`src/sv/pcd_ram.sv`:
```
`timescale 1ns / 1ps

module pcd_ram #(
   parameter int WIDTH = 8,
   parameter int DEPTH = 128
) (
   input  logic                     clock,
   input  logic                     wr_en,
   input  logic [$clog2(DEPTH)-1:0] wr_addr,
   input  logic [WIDTH-1:0]         wr_data,
   input  logic                     rd_en,
   input  logic [$clog2(DEPTH)-1:0] rd_addr,
   output logic [WIDTH-1:0]         rd_data
);

   logic [WIDTH-1:0] mem_ff [DEPTH];
   logic [WIDTH-1:0] rd_data_ff;

   always_ff @(posedge clock) begin
      if (wr_en) begin
         mem_ff[wr_addr] <= wr_data;
      end
      if (rd_en) begin
         rd_data_ff <= mem_ff[rd_addr];
      end
   end

   assign rd_data = rd_data_ff;

endmodule

```
`config.mk`:
```
export PLATFORM = sky130hd
export DESIGN_NAME = pcd_ram
export DESIGN_NICKNAME = d
export VERILOG_FILES = /design/src/sv/pcd_ram.sv
export SDC_FILE = /design/constraint.sdc
export NUM_CORES = 1
export LEC_CHECK = 0
export ABC_CLOCK_PERIOD_IN_PS = 3700
export BUFFER_PORTS_ARGS = -buffer_cell sky130_fd_sc_hd__buf_4
export CAP_MARGIN = 20
export CORE_MARGIN = 3
export CORE_UTILIZATION = 40
export CTS_BUF_LIST = sky130_fd_sc_hd__clkbuf_4 sky130_fd_sc_hd__clkbuf_8
export DETAILED_ROUTE_END_ITERATION = 7
export GPL_TIMING_DRIVEN = 0
export PLACE_DENSITY = 0.52
export SKIP_CTS_REPAIR_TIMING = 1
export SYNTH_ARGS = -nofsm -noshare
export SYNTH_HDL_FRONTEND = slang
export SYNTH_SLANG_ARGS = --single-unit
export TNS_END_PERCENT = 5
```
`constraint.sdc`:
```
create_clock -name clock -period 3.7 [get_ports clock]
set_input_delay 0.185 -clock clock [delete_from_list [all_inputs] [get_ports clock]]
set_output_delay 0.185 -clock clock [all_outputs]
set_load 0.005 [all_outputs]
```
* Word-level counts from Yosys, hierarchy flattened
Memory sizes are Yosys's and may differ from the RTL's. A register that Yosys moved wholly into a read port is not among the register bits.
Cells that the tools add are included.
** Storage, ports and cells
- Bits in registers :: 0
- Bits in writable memories :: 1024
- Output and inout port bits :: 8
- Memories :: 1
** Cells by class
- Multiplexer cells :: 2
** Memories
- mem_ff :: depth 128, width 8, rd ports 1, clocked after Yosys merged registers in 1, wr ports 1, RTL line 16 : logic [WIDTH-1:0] mem_ff [DEPTH];
** Operators with widths (count)
- 2-to-1 mux 1 bit :: 2

* Longest topological paths before layout
Gate-level depths: netlist (run 1).
- Depth after elaboration :: 2
- Gate-level depth with buffers :: 7
- Gate-level depth less buffers :: 4

* Worst setup path before layout (run 1)
No wires, ideal clock.
- Kind :: in2reg
- Start point :: input rd_addr[0]
- End point :: register rd_data_ff[0], in the netlist rd_data[0] (read register of mem_ff) (data pin)
- Arrival :: 2.569 ns
- Required time :: 3.440 ns
- Path slack :: 0.872 ns
- Stages :: 6
- Cell sequence :: clkbuf_1 buf_1 mux4_2 mux4_2 mux4_2 mux2_2
** RTL lines
- from (decl) :: RTL line 12 : input logic [$clog2(DEPTH)-1:0] rd_addr,
- to (decl) :: RTL line 17 : logic [WIDTH-1:0] rd_data_ff;

==> results of run 1 <==
## Yosys cell counts (all sizes together)
master	count	area share, %
nand4	3	0.047
mux2	8	0.23
nand2	14	0.13
edfxtp	1032	78
mux4	336	19
nor2b	7	0.11
nor2	122	1.2
clkbuf	44	0.42
nand2b	2	0.031
buf	45	0.59
nor3	9	0.11
nand3	12	0.15
or3	1	0.016
## registers in the layout, summed over array words and instances, names as in the netlist
register and flops:
mem_ff 1024, rd_data 8
## critical path, delay by kind of cell
kind                   cells  cell delay (ns)
muxes                      4             1.96
buffers and inverters      3             1.37
## layer usage
metal	global-route usage (%)	part of all wire (%)	up-vias
met5	0	0.033	-
met4	5.74	2.1	6
met3	5.21	7.3	150
met2	31.9	48	634
met1	28.4	43	10100
li1	-	-	7524
## power breakdown
| part | switching (mW) | internal, mW |
|---|---|---|
| Sequential | 0.0129 | 12.9 |
| Combinational | 0.808 | 0.521 |
| Clock | 4.41 | 4.90 |
| Total | 5.24 | 18.4 |
## cells in the final DEF (no fill, tap or decap), types with 2 or more instances in the layout
cell / netlist / final
nor2_1: 122 / 122
buf_4: 11 / 36
inv_6: 0 / 4
buf_16: 0 / 8
buf_2: 15 / 15
clkinvlp_4: 0 / 6
clkinv_2: 0 / 12
buf_8: 0 / 13
clkbuf_4: 0 / 56
edfxtp_1: 1032 / 1032
nand3_1: 12 / 12
nand4_1: 3 / 3
nor2b_1: 7 / 7
mux4_2: 336 / 336
nand2b_1: 2 / 2
clkbuf_8: 0 / 171
clkbuf_1: 44 / 44
nor3_2: 0 / 5
mux2_2: 8 / 8
buf_6: 1 / 2
diode_2: 0 / 5
buf_1: 18 / 18
nand2_1: 14 / 14
nor3_1: 9 / 4
dlygate4sd3_1: 0 / 9
clkinv_1: 0 / 38
## logic make-up (layout without fill, tap and decap cells)
family,after synthesis,count (layout)
buffers and inverters,89,434
DFF,1032,1032
muxes,344,344
other,0,5
and+or+nand+nor,170,170
## how the worst max path moves through the flow
stage | from | to | slack (ns) | depth (start not counted)
2_1_floorplan | rd_addr[0] | rd_data[0]$_DFFE_PP_ | 0.87 | 6
4_1_cts | rd_addr[2] | rd_data[2]$_DFFE_PP_ | 0.70 | 7
5_1_grt | rd_addr[2] | rd_data[2]$_DFFE_PP_ | 0.68 | 7
6_report | rd_addr[2] | rd_data[2]$_DFFE_PP_ | 0.69 | 7
3_5_place_dp | rd_addr[2] | rd_data[2]$_DFFE_PP_ | -0.16 | 7
3_3_place_gp | rd_addr[1] | rd_data[1]$_DFFE_PP_ | -0.51 | 5
## cell type report
class / count / area [sq um] / share of cell area, %
Sequential cell: 1032 / 31000 / 68.6
Multi-Input combinational cell: 514 / 8380 / 18.5
Clock buffer: 227 / 2770 / 6.14
Tap cell: 1276 / 1600 / 3.53
Timing Repair Buffer: 57 / 724 / 1.60
Buffer: 89 / 402 / 0.889
Clock inverter: 61 / 313 / 0.692
Antenna cell: 5 / 12.5 / 0.0277
## per-stage QoR
stage	total power, mW	instances	hold WS [ns]	setup WS, ns
global placement	14.5	2932	0.463	-0.511
global route	24.4	3258	0.0449	0.677
CTS	23.8	3246	-0.441	0.704
detailed placement	14.5	2958	0.475	-0.155
floorplan	13.8	1635	0.284	0.872
finish	23.6	3261	0.0383	0.686
==> impl_metrics.toml, run 1 <==
[critical_path]
crit_fanout = 10
worst-setup-path-type = "input port to flop"
path_cells = "clkbuf_1 -> buf_8 -> buf_1 -> mux4_2 -> mux4_2 -> mux4_2 -> mux2_2"
reg2reg_depth = 4
r2r-start = "mem_ff[7][2]$_DFFE_PP_"
cp-start-kind = "input port"
arrival_ns = 3.56
cp.required_ns = 4.25
crit_top_cell = "mux4_2"
critPathCaptureType = "flop"
reg2reg_to = "rd_data[2]$_DFFE_PP_"
r2r_slack_ns = 1.03
max_stage_delay_ns = 0.74
cpMaxStageDelayCell = "buf_1"

[clock_tree]
clockBufferDepth = 3
cts_tree = "done"
clock_sinks = 1032
cts-root-buf = "clkbuf_8"
h-tree-depth = 4
insertion_delay_ns = 0.82
cts_buffers = 169
path_clk_slew_ns = 0.06

[place]
globalplace.congestion = 0.851
io_buffers = 21
place_hpwl_microns = 68500
postPlaceCellArea_sq_mm = 0.0420

[timing]
max_freq_mhz = 332
finalHoldViolCount = 0
fin_tns_setup_ns = 0
fin_crit_sh_pct = 81.5
relSlewSlack_pct = 28.4
period_needed_ns = 3.01
final_max_slew_viol_count = 0
setup_viol = 0
fin_worst_skew_ns = 0.0422
tightest_slew_ns = 1.07
rsz0062_at_grt = "no"

[detailed_routing]
drt_iter0_markers = 2214
antenna_left = 0
wl_per_cell_microns = 31.5
via_per_inst = 5.63
dr.pass1.iters = 5
routed_wl_microns = 103000
route.detailed.drc = 0
dr_total_vias = 18400

[synthesis]
ys_ff_latch = 1032
synth.cell_area_sq_mm = 0.0397
synth_top_family_by_area = "multiplexers"
synthCells = 1635
synth_compound_area_share_pct = 0
synth_cell_types = 16
avgSynthCellArea_sq_um = 24.3
synth_simple_gate_area_share_pct = 1.75
synthAdderAreaFrac_pct = 0
yosys.area_share.xor_xnor_pct = 0
yosys_warnings = 0
yosysSeqAreaShare_pct = 78.0
syn-num-nets = 1660
synth_mux_area_share_pct = 19.3

[die]
core-area_sq_mm = 0.0976
io_pins = 33
initial_core_util_pct = 40.7
die-area_sq_mm = 0.103
die_height_microns = 321
rows = 114
fp.dieW_microns = 321

[global_route]
grt_pass1_wl_microns = 146000
grt_max_degree = 86
grt_pass1_vias = 19400
antenna_found_initial = 10
grt-ovfl-total = 0
grt_usage_pct = 20.3

[finish]
post_route_cells_drive_above_1_share_pct = 34.0
fin_area_sq_mm = 0.0452
n_fill_cell = 8114
fin_nets = 1888
syn2layout_area_growth_pct = 13.7
final_core_util_pct = 46.3

[hold_path]
hp-class = "input port to flop"
hold-path-endpoint = "mem_ff[92][3]$_DFFE_PP_"
hold_path_depth = 1
min_from = "wr_data[3]"

[run]
max_cap_violations = 0

[power_and_ir_drop]
p_leak_nw = 13.8
p_per_area_mw_per_mm2 = 522
peakVddDrop_mv = 0.314

[status]
outcome = "complete, no violations"
(Power assumes the default switching activity.)
==> run 2, diff against run 1 <==
--- a/config.mk
+++ b/config.mk
@@ -5,7 +5,7 @@
 export SDC_FILE = /design/constraint.sdc
 export NUM_CORES = 1
 export LEC_CHECK = 0
-export ABC_CLOCK_PERIOD_IN_PS = 3700
+export ABC_CLOCK_PERIOD_IN_PS = 2950
 export BUFFER_PORTS_ARGS = -buffer_cell sky130_fd_sc_hd__buf_4
 export CAP_MARGIN = 20
 export CORE_MARGIN = 3
==> constraint.sdc (replaced) <==
create_clock -name clock -period 2.95 [get_ports clock]
set_input_delay 0.1475 -clock clock [delete_from_list [all_inputs] [get_ports clock]]
set_output_delay 0.1475 -clock clock [all_outputs]
set_load 0.005 [all_outputs]
==> run 2 against run 1 <==
  * The run now ends with setup timing left
  * Sequential power is 26% higher
  * Count of clock-buffer cells in the layout unchanged
  * Core utilization about the same
  * Worst setup slack worse by 0.69 ns
  * Final cell count barely moved
  * Sequential share of layout area hardly changed
  * Routed wire length rose by 0.10%
==> impl_metrics.toml, run 2 (synthesis results as in run 1) <==
[die]
die_height_microns = 321
initial_core_util_pct = 40.7
core-area_sq_mm = 0.0976
die-area_sq_mm = 0.103
io_pins = 33
fp.dieW_microns = 321
rows = 114

[critical_path]
crit_fanout = 16
cp-start-kind = "input port"
reg2reg_depth = 4
r2r-start = "mem_ff[7][2]$_DFFE_PP_"
reg2reg_to = "rd_data[2]$_DFFE_PP_"
worst-setup-path-type = "input port to flop"
critPathCaptureType = "flop"
r2r_slack_ns = 0.29
arrival_ns = 3.49
cp.required_ns = 3.49

[status]
violations = "setup timing"
outcome = "complete, but fails checks"

[detailed_routing]
dr_total_vias = 18400
routed_wl_microns = 103000
route.detailed.drc = 0
via_per_inst = 5.64
dr.pass1.iters = 5
wl_per_cell_microns = 31.5
antenna_left = 0
drt_iter0_markers = 2195

[global_route]
grt_pass1_wl_microns = 146000
grt_pass1_vias = 19400
grt_usage_pct = 20.3
antenna_found_initial = 11
grt_max_degree = 86
grt-ovfl-total = 0

[clock_tree]
path_clk_slew_ns = 0.06
clock_sinks = 1032
clockBufferDepth = 3
cts_tree = "done"
cts-root-buf = "clkbuf_8"
cts_buffers = 169
h-tree-depth = 4
insertion_delay_ns = 0.82

[finish]
max_flop_register = "mem_ff"
mostFrequentLayoutCells = "edfxtp_1 (1032), mux4_2 (336), clkbuf_8 (171)"
largest_register_ffs = 1024
n_fill_cell = 8115
post_route_cells_drive_above_1_share_pct = 34.1
final_core_util_pct = 46.3
instances_no_fill = 3260
fin_nets = 1887
mostFrequentLayoutCell = "edfxtp_1"
syn2layout_area_growth_pct = 13.7

[timing]
fin_tns_setup_ns = -0.00152
fin_crit_sh_pct = 100
postLayoutSetupSlackWorst_ns = -0.000900
finalHoldViolCount = 0
rsz0062_at_grt = "no"
hold_ws_ns = 0.00418
setup_viol = 2
final_max_slew_viol_count = 0
relSlewSlack_pct = 29.8
period_needed_ns = 2.95
max_freq_mhz = 339
fin_worst_skew_ns = 0.0418
tightest_slew_ns = 1.05

[power_and_ir_drop]
fin_total_pwr_mw = 29.6
peakVddDrop_mv = 0.395
p_per_area_mw_per_mm2 = 655
combPwrFrac_pct = 5.6
cell_internal_pwr_mw = 23.0
swShare_pct = 22.2
pwr-share-seq_pct = 54.9
clkPwrFrac_pct = 39.5
p_leak_nw = 13.8
p_sw_mw = 6.57

[place]
place_hpwl_microns = 68500
dp.cells = 2958
io_buffers = 21
globalplace.congestion = 0.851

[hold_path]
min_from = "wr_data[3]"
hp-class = "input port to flop"
hold_path_depth = 1
hold-path-endpoint = "mem_ff[92][3]$_DFFE_PP_"

[run]
max_cap_violations = 0
[run 2: changes by cell type in the layout (fill, tap and decap cells not counted)]
cell / previous run / this run
buf_1: 18 / 17
[run 2: worst max-delay path by stage]
stage,startpoint,endpoint,slack [ns],depth (start not counted)
finish,rd_addr[2],rd_data[6]$_DFFE_PP_,-0.0009,7
global placement,rd_addr[1],rd_data[1]$_DFFE_PP_,-1.22,5
floorplan,rd_addr[0],rd_data[0]$_DFFE_PP_,0.16,6
global route,rd_addr[2],rd_data[1]$_DFFE_PP_,0.02,7
CTS,rd_addr[2],rd_data[2]$_DFFE_PP_,-0.008,7
detailed placement,rd_addr[2],rd_data[2]$_DFFE_PP_,-0.87,7
[run 2: layer usage]
| layer | vias up | wire (microns) | track usage (%) | share of wire (%) |
|---|---|---|---|---|
| li1 | 7522 | - | - | - |
| met2 | 622 | 49000 | 31.9 | 48 |
| met1 | 10100 | 44300 | 28.4 | 43 |
| met5 | - | 36 | 0 | 0.035 |
| met3 | 159 | 7140 | 5.21 | 7.0 |
| met4 | 6 | 2230 | 5.74 | 2.2 |
[run 2: stage by stage]
stage          instance area (sq um)  setup WS, ns
4_1_cts                        45100      -0.00823
2_1_floorplan                  39700         0.159
6_report                       45200     -0.000900
5_1_grt                        45200        0.0163
3_5_place_dp                   42000        -0.868
3_3_place_gp                   41500         -1.22
[run 2: area by class of cell]
type | count | area, sq um | share of cell area, %
Clock inverter | 61 | 313 | 0.692
Sequential cell | 1032 | 31000 | 68.6
Multi-Input combinational cell | 514 | 8380 | 18.5
Clock buffer | 227 | 2770 | 6.14
Antenna cell | 5 | 12.5 | 0.0277
Tap cell | 1276 | 1600 | 3.53
Buffer | 88 | 398 | 0.881
Timing Repair Buffer | 57 | 724 | 1.60
[run 2: power by group through the flow]
stage	registers, mW	logic, mW	clock network (mW)
floorplan	16.5	0.819	0
finish	16.2	1.67	11.7
global route	16.2	1.75	12.6
CTS	16.2	1.68	12.0
detailed placement	16.5	1.68	0
global placement	16.5	1.59	0
[run 2: critical path, stage by stage]
cell and delay [ns]:
clkbuf_1 0.39, buf_8 0.29, buf_1 0.81, mux4_2 0.42, mux4_2 0.53, mux4_2 0.52
mux2_2 0.35
==> run 3, diff against run 2 <==
--- a/config.mk
+++ b/config.mk
@@ -10,7 +10,8 @@
 export CAP_MARGIN = 20
 export CORE_MARGIN = 3
 export CORE_UTILIZATION = 40
-export CTS_BUF_LIST = sky130_fd_sc_hd__clkbuf_4 sky130_fd_sc_hd__clkbuf_8
+export CTS_CLUSTER_DIAMETER = 150
+export CTS_CLUSTER_SIZE = 30
 export DETAILED_ROUTE_END_ITERATION = 7
 export GPL_TIMING_DRIVEN = 0
 export PLACE_DENSITY = 0.52
==> run 3 against run 2 <==
  * The run now ends clean
  * Core utilization down 2.2 points
  * Final cell count down 7.8%
  * Count of clock-buffer cells in the layout shrank 186
  * Hold slack better by 0.039 ns
  * Register-to-register slack got worse by 0.02 ns
  * First-iteration DRC count shrank 1.5%
  * Maximum frequency increased by 1.3%
  * Non-clock buffer count shrank 8
  * Combinational power barely moved
  * Critical endpoint is now rd_data[2]$_DFFE_PP_
==> impl_metrics.toml, run 3 (synthesis results as in run 1) <==
[clock_tree]
clock_sinks = 1032
path_clk_slew_ns = 0.11
h-tree-depth = 2
clockBufferDepth = 3
cts_buffers = 40
cts-root-buf = "clkbuf_16"
insertion_delay_ns = 0.62
cts_tree = "done"

[timing]
finalHoldViolCount = 0
setup_viol = 0
rsz0062_at_grt = "no"
fin_crit_sh_pct = 98.7
final_max_slew_viol_count = 0
fin_worst_skew_ns = 0.0218
period_needed_ns = 2.91
relSlewSlack_pct = 32.3
tightest_slew_ns = 1.02
max_freq_mhz = 343

[detailed_routing]
drt_iter0_markers = 2161
dr_total_vias = 17400
antenna_left = 0
via_per_inst = 5.79
route.detailed.drc = 0
dr.pass1.iters = 6
wl_per_cell_microns = 33.2
routed_wl_microns = 99900

[place]
place_hpwl_microns = 68500
io_buffers = 21
globalplace.congestion = 0.851
postPlaceCellArea_sq_mm = 0.0420

[power_and_ir_drop]
p_per_area_mw_per_mm2 = 572
fin_total_pwr_mw = 24.6
peakVddDrop_mv = 0.331
p_leak_nw = 12.7

[critical_path]
max_stage_delay_ns = 0.63
cp-start-kind = "input port"
path_cells = "clkbuf_1 -> buf_4 -> buf_4 -> mux4_2 -> mux4_2 -> mux4_2 -> mux2_2"
worst-setup-path-type = "input port to flop"
critPathCaptureType = "flop"
crit_fanout = 10
crit_top_cell = "mux4_2"
arrival_ns = 3.26
cpMaxStageDelayCell = "mux4_2"
cp.required_ns = 3.30

[die]
initial_core_util_pct = 40.7
die_height_microns = 321
io_pins = 33
fp.dieW_microns = 321
die-area_sq_mm = 0.103
rows = 114
core-area_sq_mm = 0.0976

[finish]
post_route_cells_drive_above_1_share_pct = 27.8
fin_area_sq_mm = 0.0431
syn2layout_area_growth_pct = 8.41
seq_area_sq_mm = 0.0310
n_fill_cell = 8235
final_core_util_pct = 44.2
mostFrequentLayoutCell = "edfxtp_1"
max_flop_register = "mem_ff"
mostFrequentLayoutCells = "edfxtp_1 (1032), mux4_2 (336), nor2_1 (122)"
multiInputGateArea_sq_mm = 0.00838
largest_register_ffs = 1024
fin_nets = 1750

[run]
max_cap_violations = 0

[status]
outcome = "complete, no violations"

[global_route]
grt_usage_pct = 19.5
antenna_found_initial = 11
grt_pass1_vias = 18000
grt_pass1_wl_microns = 141000
grt_max_degree = 86
grt-ovfl-total = 0

[hold_path]
hp-class = "input port to flop"
==> run 3: layout make-up <==
class	count	share of cell area (%)
tap	1276	3.71
antenna	5	0.0290
timing repair buffer	49	1.50
buffer	88	0.973
clock buffer	41	2.38
multi-input combinational	514	19.4
clock inverter	1	0.0465
sequential	1032	71.9
==> run 3: final timing paths <==
kind | startpoint | endpoint | slack (ns) | cells past startpoint
worst max-delay path | rd_addr[0] | rd_data[2]$_DFFE_PP_ | 0.04 | 7
worst min-delay path | wr_data[2] | mem_ff[94][2]$_DFFE_PP_ | 0.04 | 1
worst max register to register | mem_ff[7][2]$_DFFE_PP_ | rd_data[2]$_DFFE_PP_ | 0.27 | 4
worst min register to register | mem_ff[117][0]$_DFFE_PP_ | rd_data[0]$_DFFE_PP_ | 1.33 | 4
==> run 3: critical path: cells and delay by family <==
kind,cells,cell delay [ns]
buf+inv,3,0.95
mux,4,2.11
==> run 3: where the power goes <==
| part | switching [mW] | leakage, nW | internal [mW] | total (mW) |
|---|---|---|---|---|
| Clock | 4.25 | 0.515 | 2.54 | 6.79 |
| Sequential | 0.0159 | 9.28 | 16.2 | 16.2 |
| Combinational | 1.01 | 2.88 | 0.646 | 1.66 |
| Total | 5.28 | 12.7 | 19.4 | 24.6 |
==> run 3: metrics by stage <==
stage	setup TNS, ns	setup WS, ns	hold slack (ns)	std cells
5_1_grt	0	0.0132	0.0485	3001
6_report	0	0.0378	0.0435	3006
2_1_floorplan	0	0.159	0.246	1635
4_1_cts	-1.25	-0.206	-0.223	3000
3_3_place_gp	-104.18	-1.22	0.425	2932
3_5_place_dp	-23.88	-0.868	0.438	2958
==> run 3: per-layer routing <==
layer  GRT usage (%)  vias to the layer above  wire, microns
li1                -                     7133              -
met2            31.9                      525          48800
met5               0                        -             34
met4            3.31                        6           1460
met1            27.8                     9662          42800
met3            3.94                       78           6840
