File: src/sv/pcd_pkg.sv
`timescale 1ns / 1ps

package pcd_pkg;

   localparam int ADDR_W  = 32;
   localparam int SET_LSB = 5;
   localparam int TAG_LSB = 12;
   localparam int TAG_W   = ADDR_W - TAG_LSB;
   localparam int WAYS    = 8;
   localparam int WAY_W   = 3;
   localparam int TREE_W  = 7;
   localparam int META_W  = WAYS + TREE_W;
   localparam int ROW_W   = WAYS * TAG_W;

   // Tree update masks: keep / set bits on the path of the used way.
   localparam logic [TREE_W-1:0] SET_W0  = 7'b1101000;
   localparam logic [TREE_W-1:0] KEEP_W1 = 7'b0010111;
   localparam logic [TREE_W-1:0] SET_W1  = 7'b1100000;
   localparam logic [TREE_W-1:0] KEEP_W2 = 7'b0011011;
   localparam logic [TREE_W-1:0] SET_W2  = 7'b1000100;
   localparam logic [TREE_W-1:0] KEEP_W4 = 7'b0101101;
   localparam logic [TREE_W-1:0] SET_W4  = 7'b0010010;
   localparam logic [TREE_W-1:0] SET_W5  = 7'b0010000;
   localparam logic [TREE_W-1:0] KEEP_W6 = 7'b0101110;
   localparam logic [TREE_W-1:0] SET_W6  = 7'b0000001;

   typedef enum logic [1:0] {
      ST_CLEAR,
      ST_IDLE,
      ST_INDEX,
      ST_LOOKUP
   } state_type;

   typedef struct packed {
      logic [WAYS-1:0]   valid;
      logic [TREE_W-1:0] tree;
   } meta_type;

   typedef struct packed {
      logic             hit;
      logic [WAY_W-1:0] way;
      logic             write_back;
   } lookup_type;

   // Point the tree bits away from the way just used.
   function automatic logic [TREE_W-1:0] tree_touch(input logic [TREE_W-1:0] t,
                                                    input logic [WAY_W-1:0] w);
      logic [TREE_W-1:0] r;
      case (w)
         3'd0: r = t | SET_W0;
         3'd1: r = (t & KEEP_W1) | SET_W1;
         3'd2: r = (t & KEEP_W2) | SET_W2;
         3'd3: r = (t & KEEP_W2) | SET_W1 & SET_W2;
         3'd4: r = (t & KEEP_W4) | SET_W4;
         3'd5: r = (t & KEEP_W4) | SET_W5;
         3'd6: r = (t & KEEP_W6) | SET_W6;
         default: r = t & KEEP_W6;
      endcase
      return r;
   endfunction

   // Walk the tree to the pseudo-LRU way.
   function automatic logic [WAY_W-1:0] tree_victim(input logic [TREE_W-1:0] t);
      logic [WAY_W-1:0] v;
      if (!t[6]) begin
         if (!t[5]) v = t[3] ? 3'd1 : 3'd0;
         else       v = t[2] ? 3'd3 : 3'd2;
      end else begin
         if (!t[4]) v = t[1] ? 3'd5 : 3'd4;
         else       v = t[0] ? 3'd7 : 3'd6;
      end
      return v;
   endfunction

endpackage

File: src/sv/pcd_lookup.sv
`timescale 1ns / 1ps

// Tag compare, way selection and the read-modify-write values for one set.
module pcd_lookup (
   input  logic [pcd_pkg::TAG_W-1:0] tag,
   input  pcd_pkg::meta_type         meta,
   input  logic [pcd_pkg::ROW_W-1:0] row,
   output pcd_pkg::lookup_type       res,
   output pcd_pkg::meta_type         meta_new,
   output logic [pcd_pkg::ROW_W-1:0] row_new
);

   logic [pcd_pkg::WAYS-1:0]  match;
   logic [pcd_pkg::WAY_W-1:0] hit_way;
   logic [pcd_pkg::WAY_W-1:0] free_way;
   logic                      all_valid;

   always_comb begin
      hit_way  = '0;
      free_way = '0;
      for (int i = 0; i < pcd_pkg::WAYS; i++) begin
         match[i] = meta.valid[i] && (row[i*pcd_pkg::TAG_W +: pcd_pkg::TAG_W] == tag);
         if (match[i]) hit_way = pcd_pkg::WAY_W'(i);   // highest match wins
      end
      for (int i = pcd_pkg::WAYS - 1; i >= 0; i--) begin
         if (!meta.valid[i]) free_way = pcd_pkg::WAY_W'(i);  // lowest free wins
      end
      all_valid      = &meta.valid;
      res.hit        = |match;
      res.write_back = !res.hit && all_valid;
      if (res.hit)         res.way = hit_way;
      else if (!all_valid) res.way = free_way;
      else                 res.way = pcd_pkg::tree_victim(meta.tree);

      meta_new.valid = meta.valid | (pcd_pkg::WAYS'(1) << res.way);
      meta_new.tree  = pcd_pkg::tree_touch(meta.tree, res.way);
      for (int i = 0; i < pcd_pkg::WAYS; i++) begin
         row_new[i*pcd_pkg::TAG_W +: pcd_pkg::TAG_W] =
            (res.way == pcd_pkg::WAY_W'(i)) ? tag : row[i*pcd_pkg::TAG_W +: pcd_pkg::TAG_W];
      end
   end

endmodule

File: config.mk
export PLATFORM = sky130hd
export DESIGN_NAME = pcd_lookup
export DESIGN_NICKNAME = d
export VERILOG_FILES = /design/src/sv/pcd_pkg.sv /design/src/sv/pcd_lookup.sv
export SDC_FILE = /design/constraint.sdc
export NUM_CORES = 1
export LEC_CHECK = 0
export ABC_AREA = 1
export BUFFER_PORTS_ARGS = -buffer_cell sky130_fd_sc_hd__buf_2
export CAP_MARGIN = 20
export CORE_AREA = 2 2 145 147
export DETAILED_ROUTE_END_ITERATION = 10
export DIE_AREA = 0 0 147 149
export PLACE_DENSITY = 0.76
export SLEW_MARGIN = 20
export SYNTH_ARGS = -nofsm -noshare
export SYNTH_HDL_FRONTEND = slang
export SYNTH_SLANG_ARGS = --single-unit
File: constraint.sdc
create_clock -name vclk -period 8.7
set_input_delay 2.61 -clock vclk [all_inputs]
set_output_delay 2.61 -clock vclk [all_outputs]
set_load 0.01 [all_outputs]
Yosys cells after proc, flatten, opt, wreduce, memory -nomap -nowiden. Cells that the tools add are included.

Output and inout port bits: 180. Bits of input ports: 195. Flip-flop bits (word level): 0.

Shift-type cells: 1. Reductions and logical operators: 13. Equal/unequal tests: 15. Multiplexer cells: 33. Bitwise operators: 1.

Operators with widths (count): $eq A20 B20 Y1 (8); $mux W20 (8); $pmux W7 S7 (1); $mux W3 (15); $eq A3 B3 Y1 const B (4); $logic_and A1 B1 Y1 (9); $mux W2 (4); $or A8 B8 Y8 (1); $reduce_and A8 Y1 (1); $reduce_or A8 Y1 (1); $shl A1 B3 Y8 const A (1); $eq A3 B2 Y1 const B (2); $mux W1 (5); $eq A3 B1 Y1 const B (1); $logic_not A3 Y1 (1); $logic_not A1 Y1 (1).

Longest topological paths before layout. Gate-level depths: netlist of run 1.

Depth in word-level cells: 12. Mapped depth: 22. Mapped depth without buffers: 18.

Least setup slack after synthesis of run 1. Ideal clock, no wire load.

Path kind: in2out. Start: input tag[7] (netlist name). End: output row_new[80] (netlist name). Path slack: 1.683 ns. Stages on the path: 17. Data required time: 6.090 ns. Arrival: 4.407 ns. Cells stage by stage: buf_2 inv_2 buf_2 nand2_1 o21ai_0 nor2_1 nand2_1 nor2_1 nand3_1 nand2_2 inv_2 a21oi_4 nand2_2 nor2_4 buf_2 nand3_1 nand2_1.

RTL lines: start: declaration (line pcd_lookup.sv:5) `input logic [pcd_pkg::TAG_W-1:0] tag,`; end: declaration (line pcd_lookup.sv:10) `output logic [pcd_pkg::ROW_W-1:0] row_new`.

Final worst setup path of run 1.
Start: input tag[15] (netlist name). End: output row_new[134] (netlist name).

Longest elaborated chain between the ends: 12.

RTL lines: $eq A20 B20 Y1 (line pcd_lookup.sv:22) `match[i] = meta.valid[i] && (row[i*pcd_pkg::TAG_W +: pcd_pkg::TAG_W] == tag);`; $logic_and A1 B1 Y1 (line pcd_lookup.sv:22); $mux W1 (line pcd_lookup.sv:23) `if (match[i]) hit_way = pcd_pkg::WAY_W'(i);`; $mux W2 (2 in series) (line pcd_lookup.sv:23); $mux W3 (4 in series) (line pcd_lookup.sv:23); $mux W3 (*) (line pcd_lookup.sv:31) `if (res.hit) res.way = hit_way;`; $eq A3 B3 Y1 (*) (line pcd_lookup.sv:39) `(res.way == pcd_pkg::WAY_W'(i)) ? tag : row[i*pcd_pkg::TAG_W +: pcd_pkg::TAG_W];`; $mux W20 (*) (line pcd_lookup.sv:39).

Every way passes the cells marked *; elsewhere a longest branch is shown, timed or not.

==> results of run 1 <==
==> power by group <==
group | switching [µW] | internal (µW) | leakage, µW
Sequential | 0 | 0 | 0
Combinational | 349 | 179 | 0.00627
Clock | 0 | 0.0000462 | 0.0000000190
Total | 349 | 179 | 0.00627
==> layout make-up <==
type	count	area [µm²]
tap	275	344
fill	2394	11300
multi-input combinational	1384	5900
timing repair buffer	426	2300
inverter	185	694
antenna	3	7.51
==> how the worst min path moves through the flow <==
| stage | to | slack [ns] | depth (start not counted) |
|---|---|---|---|
| finish | row_new[40] | 5.52 | 4 |
| global placement | row_new[40] | 5.51 | 4 |
| floorplan | meta_new[14] | 5.33 | 2 |
| detailed placement | row_new[40] | 5.52 | 4 |
| global route | row_new[40] | 5.54 | 4 |
| CTS | row_new[40] | 5.52 | 4 |
==> kinds of logic (layout without fill, tap and decap cells) <==
kind of cell,Yosys count,in the layout,share of synthesized area [%]
other cells,0,3,0
compound gates,72,72,5.67
buf+inv,288,611,17.3
simple gates,1291,1291,74.4
xor+xnor,21,21,2.58
==> routing by layer <==
| layer | routed length (µm) | track usage [%] | vias up |
|---|---|---|---|
| met5 | 0 | 0 | - |
| met4 | 2190 | 16.9 | 0 |
| met3 | 5240 | 6.15 | 151 |
| met2 | 19200 | 60.9 | 843 |
| met1 | 16100 | 46.5 | 5231 |
| li1 | - | - | 5799 |
==> Yosys cell counts, types with 2 or more instances <==
cell      instances  area, µm²
buf_2            85        425
nor2_1          181        679
o32ai_1           2       17.5
xor2_1            5       43.8
buf_4            12       90.1
nand4_1          86        538
a21oi_1          12       60.1
nand2_2           4       25.0
or2_2             2       12.5
nand3_1         121        606
a21oi_2           2       17.5
nand3b_1          3       22.5
o21ai_1           6       30.0
nand3_2           2       20.0
o21ai_0          45        225
and3_1            2       12.5
clkbuf_1          5       18.8
nand2_1         879       3300
a21oi_4           2       32.5
inv_1           172        646
xnor2_1          16        140
nor3_1            2       10.0
nor2_4            4       45.0
inv_2            13       48.8
==> critical path, cell delays in order <==
cell and delay (ns):
buf_2 0.26, inv_2 0.32, nand2_1 0.12, nand2_1 0.09
nor2_1 0.04, nand2_1 0.06, nor2_1 0.04, nand3_1 0.09
nand2_1 0.15, nor2_4 0.21, nand4_1 0.46, nand2_2 0.45
buf_4 0.43, nand3_1 0.19, nand2_1 0.11, buf_2 0.13
==> through the flow <==
step / hold slack (ns) / cells
floorplan: 5.33 / 1672
global placement: 5.51 / 2269
detailed placement: 5.52 / 2269
CTS: 5.52 / 2269
global route: 5.54 / 2272
finish: 5.52 / 2273
==> flow_summary_export.csv, run 1 <==
group,metric,value,unit
sta,worst_pin_slew,0.706,ns
worst_hold_path,min_from,"row[40]",
cts,postCtsSetupRepairBufs,0,
sta,slew-limit-headroom,52.8,%
route,wl_per_cell,18.8,µm
route,ant_nets,0,
worst_hold_path,min_path_type,"primary input to output pin",
power,p_per_area,57.0,nW/µm²
run_status,status,"completed",
sta,fin_setup_tns,0,ns
sta,fin_crit_sh,96.3,%
setup_path,cp_max_fo,40,
setup_path,critical_path.endpoint_type,"output pin",
layout,post-route-util,45.0,%
grt,grtUsageTotal,36.6,%
setup_path,endpoint,"row_new[134]",
route,drtIter0Drc,1194,
cts,cts_resized,0,
yosys,synth.distinct_cells,33,
sta,period_needed,8.38,ns
yosys,yosys_warnings,0,
power,ir_drop,0.0226,mV
route,firstDrtPassIters,5,
setup_path,start_kind,"primary input",
placement,dp_hpwl,33400,µm
yosys,netlist_area,7120,µm²
layout,layout_commonest_cell,"nand2_1",
yosys,syn_avg_cell_area,4.26,µm²
layout,final_cell_mix,"nand2_1, buf_2, nor2_1, inv_1, nand3_1",
cts,cts_hold_buffers,0,
layout,regArea,0,µm²
placement,place_ws,0.256,ns
route,wirelength,42800,µm
floorplan,pin_count,375,
grt,antenna_found_initial,4,
floorplan,row_count,53,
setup_path,arrival,5.77,ns
yosys,syn-num-nets,1867,
layout,nNetsFinal,2192,
placement,placed_area,9220,µm²
layout,areaGrowthSynthToFinish,29.9,%
yosys,synthCells,1672,
setup_path,critPathLaunch,"tag[15]",
grt,grt-ovfl-total,0,
grt,grt_pass1_wl,61300,µm
sta,finalHoldViolations,0,
floorplan,start_util,34.6,%
route,drc,0,
setup_path,crit_type,"primary input to output pin",
sta,rsz0062_at_grt,"no",
power,p_total,528,µW
grt,grt_max_degree,44,
sta,setup_violations,0,
floorplan,core,20600,µm²
placement,place_congestion,0.971,
route,avgViaCountPerCell,5.29,
grt,grt_pass1_vias,10526,
layout,nClkBuffers,0,
setup_path,cp_data_required_time,6.09,ns
placement,io_buffer_count,375,
layout,drive_gt1_share,22.9,%
power,cellLeakagePower,0.00627,µW
sta,fmax,0.119,GHz
layout,design.seq.count,0,
sta,setup_ws,0.321,ns
job,drv_cap,0,
floorplan,die_h,149,µm
route,num_vias,12024,
yosys,yosysSeqAreaShare,0,%
floorplan,die_x,147,µm
floorplan,die-area,21900,µm²
sta,drv_slew,0,
layout,finalInstanceArea,9250,µm²
Note: power is estimated with default switching activity, not from simulation.
==> run 2: changes to the inputs <==
- MAX_ROUTING_LAYER: unset -> met4
==> run 2 against run 1 <==
- critical path depth did not move
- worst setup slack improved by 0.28 ns
- core utilization fell by 0.41 points
- global-route usage rose by 1.7 points
- sequential cell count did not move
- die area did not move
- count of clock-buffer cells in the layout did not move
- first-iteration DRC count fell by 0.25%
- design area fell by 0.92%
- largest cell class unchanged
- highest routed layer unchanged
==> flow_summary_export.csv, run 2 (same netlist as run 1, synthesis figures left out) <==
group,metric,value,unit
route,avgViaCountPerCell,5.30,
run_status,status,"completed",
sta,fmax,0.123,GHz
layout,regArea,0,µm²
route,drc,0,
route,firstDrtPassIters,6,
layout,final_cell_mix,"nand2_1, buf_2, nor2_1, inv_1, nand3_1",
floorplan,die_x,147,µm
route,ant_nets,0,
cts,cts_hold_buffers,0,
layout,design.seq.count,0,
grt,grt_max_degree,65,
job,drv_cap,0,
placement,io_buffer_count,375,
setup_path,arrival,5.49,ns
layout,nNetsFinal,2185,
cts,cts_resized,0,
sta,fin_crit_sh,93.1,%
setup_path,cp_max_fo,30,
grt,grt-ovfl-total,0,
route,num_vias,12021,
sta,slew-limit-headroom,53.9,%
placement,dp_hpwl,33300,µm
layout,layout_commonest_cell,"nand2_1",
floorplan,die_h,149,µm
cts,postCtsSetupRepairBufs,0,
setup_path,crit_type,"primary input to output pin",
grt,antenna_found_initial,2,
sta,setup_violations,0,
sta,worst_pin_slew,0.691,ns
worst_hold_path,min_path_type,"primary input to output pin",
setup_path,cp_data_required_time,6.09,ns
sta,rsz0062_at_grt,"no",
layout,nClkBuffers,0,
layout,areaGrowthSynthToFinish,28.7,%
placement,place_congestion,1.00,
sta,fin_setup_tns,0,ns
setup_path,start_kind,"primary input",
grt,grt_pass1_vias,10762,
sta,finalHoldViolations,0,
setup_path,critical_path.endpoint_type,"output pin",
layout,drive_gt1_share,22.6,%
route,wl_per_cell,19.1,µm
grt,grtUsageTotal,38.3,%
floorplan,row_count,53,
floorplan,start_util,34.6,%
floorplan,die-area,21900,µm²
grt,grt_pass1_wl,62500,µm
floorplan,pin_count,375,
sta,period_needed,8.10,ns
route,drtIter0Drc,1191,
sta,drv_slew,0,
route,wirelength,43300,µm
floorplan,core,20600,µm²
-- run 2: path summary, 6_finish.rpt --
kind	cells past startpoint	endpoint	slack, ns	from
setup / recovery	16	row_new[18]	0.60	tag[5]
hold / removal	4	row_new[40]	5.52	row[40]
-- run 2: metrics by stage --
stage | instances | area, µm² | utilization (%) | hold WS, ns | worst slack, ns
global placement | 2263 | 9160 | 44.6 | 5.52 | 0.693
CTS | 2263 | 9160 | 44.6 | 5.52 | 0.669
detailed placement | 2263 | 9160 | 44.6 | 5.52 | 0.668
global route | 2265 | 9170 | 44.6 | 5.54 | 0.431
floorplan | 1672 | 7120 | - | 5.33 | 1.68
finish | 2266 | 9170 | 44.6 | 5.52 | 0.596
-- run 2: layout make-up --
type                       instances  area (µm²)
multi-input combinational       1384        5900
antenna                            3        7.51
fill                            2435       11400
tap                              275         344
inverter                         185         694
timing repair buffer             419        2220
-- run 2: worst max-delay path, cell delays in order --
cell     delay (ns)
buf_2          0.10
inv_1          0.46
nand2_1        0.21
nand2_1        0.11
nor2_1         0.05
nand2_1        0.06
nor2_1         0.05
nand3_1        0.10
nand2_1        0.15
nor2_4         0.20
nand4_1        0.24
nand2_2        0.28
buf_4          0.37
nand3_1        0.20
nand2_1        0.14
buf_2          0.14
-- run 2: per-layer routing --
layer  global-route usage [%]  vias up  share of wire [%]
met3                     3.43      159                 11
met4                     16.7        0                5.6
met2                     64.4      815                 45
met5                        -        -                  0
li1                         -     5778                  -
met1                     47.2     5269                 38
==> run 3: changes to the inputs <==
- BUFFER_PORTS_ARGS: -buffer_cell sky130_fd_sc_hd__buf_2 -> -buffer_cell sky130_fd_sc_hd__clkbuf_2
==> run 3 against run 2 <==
- first-iteration DRC count shrank 2.4%
- core utilization grew 0.35 points
- worst setup slack lost 0.19 ns
- via count grew 0.18%
- sequential cell count is the same
- maximum frequency shrank 2.3%
- die area is the same
- count of clock-buffer cells in the layout is the same
- largest cell class unchanged
- cell count grew 0.22%
- sequential share of layout area is the same
- worst hold slack gained 0.0062 ns
- non-clock buffer count grew 7
==> flow_summary_export.csv, run 3 (same netlist as run 1, synthesis figures left out) <==
group,metric,value,unit
sta,holdWs,5.53,ns
setup_path,slowest_delay,0.47,ns
power,cellLeakagePower,0.00634,µW
grt,grt-ovfl-total,0,
grt,antenna_found_initial,1,
route,wirelength,43100,µm
route,drtIter0Drc,1163,
placement,io_buffer_count,375,
setup_path,cp_data_required_time,6.09,ns
placement,dp_hpwl,33900,µm
sta,fin_crit_sh,95.3,%
route,num_vias,12043,
cts,cts_resized,0,
grt,grt_pass1_vias,10497,
layout,drive_gt1_share,22.9,%
power,ir_drop,0.0204,mV
floorplan,row_count,53,
cts,cts_hold_buffers,0,
sta,setup_ws,0.408,ns
worst_hold_path,min_to,"row_new[40]",
layout,layout_commonest_cell,"nand2_1",
route,wl_per_cell,19.0,µm
setup_path,crit_chain,"clkbuf_2 -> inv_1 -> nand2_1 -> nand2_1 -> nor2_1 -> nand2_1 -> nor2_1 -> nand3_1 -> nand2_1 -> nor2_4 -> nand3_2 -> nand2_2 -> nor2_4 -> nand3_2 -> and2_1 -> clkbuf_2",
cts,postCtsSetupRepairBufs,0,
setup_path,arrival,5.68,ns
layout,regArea,0,µm²
floorplan,die-area,21900,µm²
setup_path,cp_max_fo,22,
placement,place_congestion,1.04,
layout,nFillCells,2423,
sta,rsz0062_at_grt,"no",
grt,grt_max_degree,85,
floorplan,start_util,34.6,%
sta,finalHoldViolations,0,
job,drv_cap,0,
floorplan,pin_count,375,
sta,fmax,0.121,GHz
route,drc,0,
grt,grtUsageTotal,38.0,%
sta,fin_setup_tns,0,ns
floorplan,core,20600,µm²
worst_hold_path,min_path_type,"primary input to output pin",
sta,drv_slew,0,
grt,grt_pass1_wl,61800,µm
setup_path,slowest_stage,"nand3_2",
floorplan,die_x,147,µm
run_status,status,"completed",
worst_hold_path,hold_depth,4,
sta,setup_violations,0,
sta,slew-limit-headroom,56.3,%
route,firstDrtPassIters,9,
setup_path,cpMostUsedCell,"nand2_1",
setup_path,crit_type,"primary input to output pin",
layout,nClkBuffers,0,
placement,place_ws,0.444,ns
layout,design.seq.count,0,
sta,worst_pin_slew,0.655,ns
route,ant_nets,0,
floorplan,die_h,149,µm
layout,areaGrowthSynthToFinish,29.7,%
layout,final_cell_mix,"nand2_1, clkbuf_2, nor2_1, inv_1, nand3_1",
layout,nNetsFinal,2192,
route,avgViaCountPerCell,5.30,
power,p_per_area,57.4,nW/µm²
setup_path,critical_path.endpoint_type,"output pin",
sta,period_needed,8.29,ns
setup_path,start_kind,"primary input",
worst_hold_path,min_from,"row[40]",
==> run 3: cell count changes in the layout (fill, tap and decap cells not counted), sizes merged <==
cell	delta
buf	-368
clkbuf	+375
diode	-2
==> run 3: how the worst max path moves through the flow <==
stage | slack, ns | cells past startpoint | start | to
after global routing | 0.18 | 17 | tag[0] | row_new[67]
after floorplan | 1.68 | 17 | tag[7] | row_new[80]
after global placement | 0.54 | 16 | tag[0] | row_new[136]
after CTS | 0.42 | 16 | tag[0] | meta_new[1]
after detailed placement | 0.44 | 16 | tag[0] | meta_new[1]
final | 0.41 | 16 | tag[8] | meta_new[1]
==> run 3: power by group <==
part / switching, µW / leakage (µW) / internal (µW)
logic: 353 / 0.00634 / 178
clock network: 0 / 0.00000000634 / 0.0000154
registers: 0 / 0 / 0
total: 353 / 0.00634 / 178
==> run 3: layout make-up <==
| type | instances | area [µm²] | area share, % |
|---|---|---|---|
| diodes | 1 | 2.50 | 0.0271 |
| inverters | 185 | 694 | 7.52 |
| multi-input cells | 1384 | 5900 | 63.9 |
| well taps | 275 | 344 | 3.72 |
| repair buffers | 426 | 2300 | 24.9 |
==> run 3: layer usage <==
metal | vias to the layer above | track usage, % | wire length [µm] | part of all wire (%)
met3 | 150 | 4.59 | 4690 | 11
met4 | 0 | 14.5 | 2150 | 5.0
met1 | 5290 | 48.3 | 16900 | 39
met5 | - | - | 0 | 0
li1 | 5798 | - | - | -
met2 | 805 | 61.9 | 19300 | 45
==> run 3: critical path: cells and delay by family <==
kind / cells / cell delay, ns
AND/OR/NAND/NOR: 13 / 2.36
buffers and inverters: 3 / 0.69
==> run 3: per-stage QoR <==
step           area, µm²  total power, µW  utilization, %  std cells
5_1_grt             9240              575            44.9       2271
2_1_floorplan       7120              288               -       1672
3_5_place_dp        9240              516            44.9       2270
3_3_place_gp        9240              516            44.9       2270
6_report            9240              531            44.9       2271
4_1_cts             9240              518            44.9       2270
